<file path="src/hdl/counting_semaphore_table_core_macros.svh">
// Assertion macros for the semaphore table core.
// Each macro takes a label, the clock, a disable condition, an antecedent,
// a consequent and a message.
`ifndef COUNTING_SEMAPHORE_TABLE_CORE_MACROS_SVH
`define COUNTING_SEMAPHORE_TABLE_CORE_MACROS_SVH
`ifndef SYNTHESIS
`define CST_ASSERT_NOW(lbl, clk, rst, ante, cons, msg) \
   lbl: assert property (@(posedge clk) disable iff (rst) (ante) |-> (cons)) \
      else $error(msg);
`define CST_ASSERT_NEXT(lbl, clk, rst, ante, cons, msg) \
   lbl: assert property (@(posedge clk) disable iff (rst) (ante) |=> (cons)) \
      else $error(msg);
`else
`define CST_ASSERT_NOW(lbl, clk, rst, ante, cons, msg)
`define CST_ASSERT_NEXT(lbl, clk, rst, ante, cons, msg)
`endif
`endif

</file>
<file path="src/hdl/cst_pkg.sv">
package cst_pkg;

   localparam int CMD_W    = 3;
   localparam int SEM_W    = 9;
   localparam int INIT_W   = 16;
   localparam int STATUS_W = 3;

   localparam int DEFAULT_NUM_SEMAPHORES = 512;
   localparam int DEFAULT_COUNT_WIDTH    = 16;

   // Open flags are kept as rows of this many bits.
   localparam int FLAG_ROW_WIDTH = 32;

   localparam logic [CMD_W-1:0] CMD_OPEN  = 3'd0;
   localparam logic [CMD_W-1:0] CMD_ALLOC = 3'd1;
   localparam logic [CMD_W-1:0] CMD_CLOSE = 3'd2;
   localparam logic [CMD_W-1:0] CMD_UP    = 3'd3;
   localparam logic [CMD_W-1:0] CMD_DOWN  = 3'd4;

   localparam logic [STATUS_W-1:0] STATUS_DONE         = 3'd0;
   localparam logic [STATUS_W-1:0] STATUS_ALREADY_OPEN = 3'd1;
   localparam logic [STATUS_W-1:0] STATUS_CLOSED       = 3'd2;
   localparam logic [STATUS_W-1:0] STATUS_WOULD_BLOCK  = 3'd3;
   localparam logic [STATUS_W-1:0] STATUS_FULL         = 3'd4;
   localparam logic [STATUS_W-1:0] STATUS_SATURATED    = 3'd5;

   typedef struct packed {
      logic capture;
      logic sel_req;
      logic sel_scan;
      logic clear_write;
      logic scan_next;
      logic exec_commit;
      logic alloc_commit;
      logic full_commit;
   } ctrl_type;

   typedef struct packed {
      logic req_is_alloc;
      logic clear_last;
      logic found;
      logic last_row;
      logic out_free;
   } stat_type;

endpackage

</file>
<file path="src/hdl/cst_controller.sv">
module cst_controller (
   input  logic              clock,
   input  logic              reset,
   input  logic              req_valid,
   output logic              req_ready,
   input  cst_pkg::stat_type stat,
   output cst_pkg::ctrl_type ctrl
);
   import cst_pkg::*;

   typedef enum logic [2:0] {
      CLEARING,
      IDLE,
      EXECUTE,
      SCAN_CHECK,
      SCAN_READ
   } state_type;

   state_type state_ff;
   state_type state_in;

   always_ff @(posedge clock) begin
      if (reset) begin
         state_ff <= CLEARING;
      end else begin
         state_ff <= state_in;
      end
   end

   always_comb begin
      ctrl      = '0;
      state_in  = state_ff;
      req_ready = 1'b0;
      case (state_ff)
         CLEARING: begin
            ctrl.clear_write = 1'b1;
            if (stat.clear_last) begin
               state_in = IDLE;
            end
         end
         IDLE: begin
            req_ready    = 1'b1;
            ctrl.sel_req = 1'b1;
            if (req_valid) begin
               ctrl.capture = 1'b1;
               state_in     = stat.req_is_alloc ? SCAN_CHECK : EXECUTE;
            end
         end
         EXECUTE: begin
            if (stat.out_free) begin
               ctrl.exec_commit = 1'b1;
               state_in         = IDLE;
            end
         end
         SCAN_CHECK: begin
            ctrl.sel_scan = 1'b1;
            if (stat.found) begin
               if (stat.out_free) begin
                  ctrl.alloc_commit = 1'b1;
                  state_in          = IDLE;
               end
            end else if (stat.last_row) begin
               if (stat.out_free) begin
                  ctrl.full_commit = 1'b1;
                  state_in         = IDLE;
               end
            end else begin
               ctrl.scan_next = 1'b1;
               state_in       = SCAN_READ;
            end
         end
         SCAN_READ: begin
            ctrl.sel_scan = 1'b1;
            state_in      = SCAN_CHECK;
         end
         default: begin
            state_in = CLEARING;
         end
      endcase
   end

endmodule

</file>
<file path="config.mk">
export PLATFORM = sky130hd
export DESIGN_NAME = cst_controller
export DESIGN_NICKNAME = d
export VERILOG_FILES = /design/src/hdl/counting_semaphore_table_core_macros.svh /design/src/hdl/cst_pkg.sv /design/src/hdl/cst_controller.sv
export SDC_FILE = /design/constraint.sdc
export NUM_CORES = 1
export LEC_CHECK = 0
export BUFFER_PORTS_ARGS = -buffer_cell sky130_fd_sc_hd__buf_2
export CORE_AREA = 2 2 39 41
export CTS_BUF_LIST = sky130_fd_sc_hd__clkbuf_8
export CTS_CLUSTER_DIAMETER = 40
export DETAILED_ROUTE_END_ITERATION = 10
export DIE_AREA = 0 0 41 43
export GPL_TIMING_DRIVEN = 1
export REMOVE_ABC_BUFFERS = 1
export SYNTH_ARGS = -nofsm -noshare
export SYNTH_HDL_FRONTEND = slang
export SYNTH_SLANG_ARGS = --single-unit
export TNS_END_PERCENT = 50
</file>
<file path="constraint.sdc">
create_clock -name clock -period 1.6 [get_ports clock]
set_input_delay 0.16 -clock clock [delete_from_list [all_inputs] [get_ports clock]]
set_output_delay 0.16 -clock clock [all_outputs]
set_load 0.05 [all_outputs]
</file>
Word level (Yosys, flattened, before mapping)
Index checks and enable logic that the tools add are counted.

Register bits: 3. Input bits: 8. Output and inout port bits: 9. Logic and storage cells: 31.

Eq/ne operators: 6. Multiplexer cells: 21. Reductions and logical operators: 3.

Operators with widths (count): 2-to-1 mux 3 bit (5); case mux 3 bit (5 select lines) (1); 2-to-1 mux 1 bit (13); equality test 3 x 2 -> 1 bit, second input constant (2); 2-to-1 mux 2 bit (2); != test 2 bit, second input constant (2); equality test 3 x 1 -> 1 bit, second input constant (1); equality test 3 bit, second input constant (1); zero test 3 bit (1); AND reduction 2 bit (1); OR reduction 2 bit (1).

Longest topological paths before layout
Depth after elaboration: 4. Mapped depth: 5.

Worst setup path after synthesis
OpenSTA, ideal clock, no wires.

Path type: reg-to-output. From: register state_ff[2]. To: output port ctrl[0] (netlist bit). Arrival time: 2.278 ns. Data required time: 1.440 ns. Path slack: -0.838 ns. Stages on the path, launching flop included: 4. Cell sequence: dfxtp_1 -> buf_2 -> nand2b_1 -> nor4b_1.

RTL lines: start, declared (line cst_controller.sv:19) `state_type state_ff;`; start signal, assigned (line cst_controller.sv:26) `state_ff <= state_in;`; end, declared (line cst_controller.sv:7) `output cst_pkg::ctrl_type ctrl`.

==> impl_metrics.sql <==
INSERT INTO impl_metrics (metric_group, metric, value, unit) VALUES
('floorplanning', 'fp-row-count', '14', ''),
('setup_path', 'path_max_fanout', '8', ''),
('setup_path', 'crit_path_start', 'state_ff[0]$_SDFFE_PP0P_', ''),
('sta', 'tightest_slew', '328', 'ps'),
('grt', 'grt-ovfl-total', '0', ''),
('sta', 'period_minus_slack', '1500', 'ps'),
('cells_and_area', 'n_fill_cell', '146', ''),
('routing', 'total_vias_in_the_final_route', '323', ''),
('placement', 'dpl.hpwl', '595', 'µm'),
('sta', 'final.setup.tns', '0', 'ps'),
('setup_path', 'critPathMaxStageDelay', '430', 'ps'),
('placement', 'finalWeightedCongestion', '0.774', ''),
('clocking', 'cts-root-to-sink-buffers', '2', ''),
('pwr', 'switching_power', '0.000260', 'W'),
('floorplanning', 'floorplan.initialDensity', '22.2', '%'),
('setup_path', 'timing.setup.critical_path_class', 'register to output pin', ''),
('clocking', 'tritoncts', 'done', ''),
('setup_path', 'end_kind', 'output pin', ''),
('floorplanning', 'die_span_in_y', '43', 'µm'),
('run', 'drv.max_cap_violation_count', '0', ''),
('routing', 'drc_errors', '0', ''),
('min_path', 'class_of_the_worst_hold_path', 'input port to register', ''),
('clocking', 'numCtsBuffers', '3', ''),
('yosys', 'ys_dominant_reg_cell', 'dfxtp_1', ''),
('pwr', 'clock_power_share', '35.6', '%'),
('sta', 'timing.slew.headroom', '78.0', '%'),
('setup_path', 'worstPathRequired', '1440', 'ps'),
('yosys', 'mappedNetlistArea', '308', 'µm²'),
('min_path', 'min_path_cells', '2', ''),
('floorplanning', 'die_w', '41', 'µm'),
('grt', 'number_of_global_route_vias_before_repair', '286', ''),
('yosys', 'synth_enable_flop_cells', '0', ''),
('cells_and_area', 'max_ffs_per_register', '3', ''),
('grt', 'first_pass_grt_wire_length', '1170', 'µm'),
('pwr', 'comb_power_share', '47.2', '%'),
('floorplanning', 'floorplan.die_area', '0.00176', 'mm²'),
('setup_path', 'setup.worst_path.start_class', 'register', ''),
('sta', 'final.period_utilization', '94.0', '%'),
('pwr', 'powerDensity', '1350', 'mW/mm²'),
('cells_and_area', 'layout-drive-gt1-share', '49.1', '%'),
('run_status', 'outcome', 'complete, no violations', ''),
('routing', 'avgRoutedWirePerCell', '9.78', 'µm'),
('setup_path', 'critical_path.reg2reg.endpoint', 'state_ff[0]$_SDFFE_PP0P_', ''),
('setup_path', 'timing.critical_path.cells', 'nand2b_1, nor4b_1, buf_4', ''),
('floorplanning', 'design.core.area', '0.00138', 'mm²'),
('pwr', 'seq_power_share', '17.2', '%'),
('yosys', 'synth.yosys.seq_area_share', '19.5', '%'),
('routing', 'drt_pre_antenna_iters', '3', ''),
('clocking', 'path_clk_slew', '30', 'ps'),
('routing', 'via_per_inst', '4.42', ''),
('clocking', 'ctsRootBufferMaster', 'clkbuf_8', ''),
('sta', 'fmaxAchievable', '0.665', 'GHz'),
('yosys', 'synthesis.instances', '38', ''),
('setup_path', 'arrival_time_at_the_worst_endpoint', '1340', 'ps'),
('pwr', 'internal-power', '0.000341', 'W'),
('sta', 'finalSetupViolCount', '0', ''),
('pwr', 'p_leak', '0.219', 'nW'),
('clocking', 'h-tree-depth', '1', ''),
('routing', 'route.antenna.remaining_nets', '0', ''),
('min_path', 'hold_start', 'reset', ''),
('clocking', 'numClockSinks', '3', ''),
('routing', 'drt_iter0_markers', '4', ''),
('cells_and_area', 'max_flop_register', 'state_ff', ''),
('setup_path', 'critical_path.reg2reg.startpoint', 'state_ff[0]$_SDFFE_PP0P_', ''),
('setup_path', 'critical_path.slowest_cell', 'dfxtp_1', ''),
('sta', 'worst_slack', '96.3', 'ps'),
('setup_path', 'ff2ff_setup_slack', '280', 'ps'),
('cells_and_area', 'top_regs', 'state_ff: 3 flops', ''),
('placement', 'worst_setup_slack_post_dpl', '273', 'ps'),
('yosys', 'synthesis.area_per_instance', '8.10', 'µm²'),
('yosys', 'yosys.cell_types.count', '23', '');
[logic make-up (layout without fill, tap and decap cells)]
logic type,after synthesis,after routing,share of synthesized area [%]
AOI/OAI and AO/OA,8,8,29.7
buffers and inverters,6,25,12.6
DFF,3,3,19.5
and+or+nand+nor,21,21,38.2
[worst max-delay path by stage]
stage                          to  slack, ps  depth (start not counted)
after global routing      ctrl[0]        0.9                          3
after floorplan           ctrl[0]       -910                          2
final                     ctrl[0]        100                          3
after CTS                 ctrl[0]         40                          3
after global placement    ctrl[0]        290                          3
after detailed placement  ctrl[0]        270                          3
[layout make-up]
| class | count | area (µm²) | share of cell area [%] |
|---|---|---|---|
| flip-flops and latches | 3 | 60.1 | 13.4 |
| multi-input cells | 29 | 209 | 46.8 |
| clock buffers | 3 | 41.3 | 9.24 |
| repair buffers | 19 | 105 | 23.5 |
| well taps | 16 | 20.0 | 4.48 |
| clock inverters | 1 | 3.75 | 0.840 |
| inverters | 2 | 7.51 | 1.68 |
[cells in the mapped netlist, drive strengths merged (2+ instances only)]
cell / number / area, µm²
nor3: 3 / 15.0
nand2: 3 / 11.3
nor2b: 2 / 12.5
nand3b: 2 / 15.0
nor2: 4 / 17.5
and3: 2 / 12.5
buf: 4 / 31.3
a21oi: 2 / 13.8
inv: 2 / 7.51
nand2b: 3 / 18.8
dfxtp: 3 / 60.1
[worst max-delay path: cells and delay by family, from the launching register on]
family	cells	cell delay, ps
buffers and inverters	1	250
DFF	1	430
and+or+nand+nor	2	450
[power groups by stage]
stage	clock network (W)	logic, W	registers [W]
CTS	0.000219	0.000286	0.000103
detailed placement	0	0.000285	0.000104
global placement	0	0.000282	0.000104
floorplan	0	0.000205	0.000113
finish	0.000214	0.000284	0.000103
global route	0.000223	0.000305	0.000106
[cells in the final DEF, fill, tap and decap left out]
| cell type | n |
|---|---|
| nor2b_1 | 2 |
| nor2_2 | 1 |
| a311o_1 | 1 |
| o21ai_2 | 1 |
| nand2b_1 | 3 |
| nor2_1 | 3 |
| buf_2 | 15 |
| nand2_1 | 3 |
| a21oi_2 | 1 |
| or3_1 | 1 |
| buf_4 | 4 |
| dfxtp_1 | 3 |
| a21oi_1 | 1 |
| o211ai_2 | 1 |
| and3_1 | 2 |
| clkbuf_8 | 3 |
| nand3b_1 | 2 |
| nor4b_1 | 1 |
| inv_1 | 3 |
| o22ai_1 | 1 |
| a2111oi_4 | 1 |
| nor3_1 | 3 |
| a211oi_2 | 1 |
[metal layers]
| layer | GRT usage (%) | routed length (µm) | share of wire [%] |
|---|---|---|---|
| met2 | 15.0 | 354 | 50 |
| met1 | 11.5 | 316 | 44 |
| met3 | 3.14 | 43 | 6.0 |
| met5 | 0 | 0 | 0 |
| met4 | 6.00 | 0 | 0 |
[stage by stage]
step                cell area, µm²  hold slack, ps  utilization (%)  total power [W]  std cells
floorplan                      277             222                -         0.000318         34
global placement               399             367             28.8         0.000386         69
detailed placement             399             371             28.8         0.000389         69
CTS                            444             144             32.1         0.000607         73
global route                   447             147             32.3         0.000634         73
finish                         447             145             32.3         0.000601         73
[timing repair]
item,CTS,global route
hold endpoints to repair,0,0
endpoints found under the setup margin,0,1
resized for setup,0,2
Power figures use the tool's default switching activity.
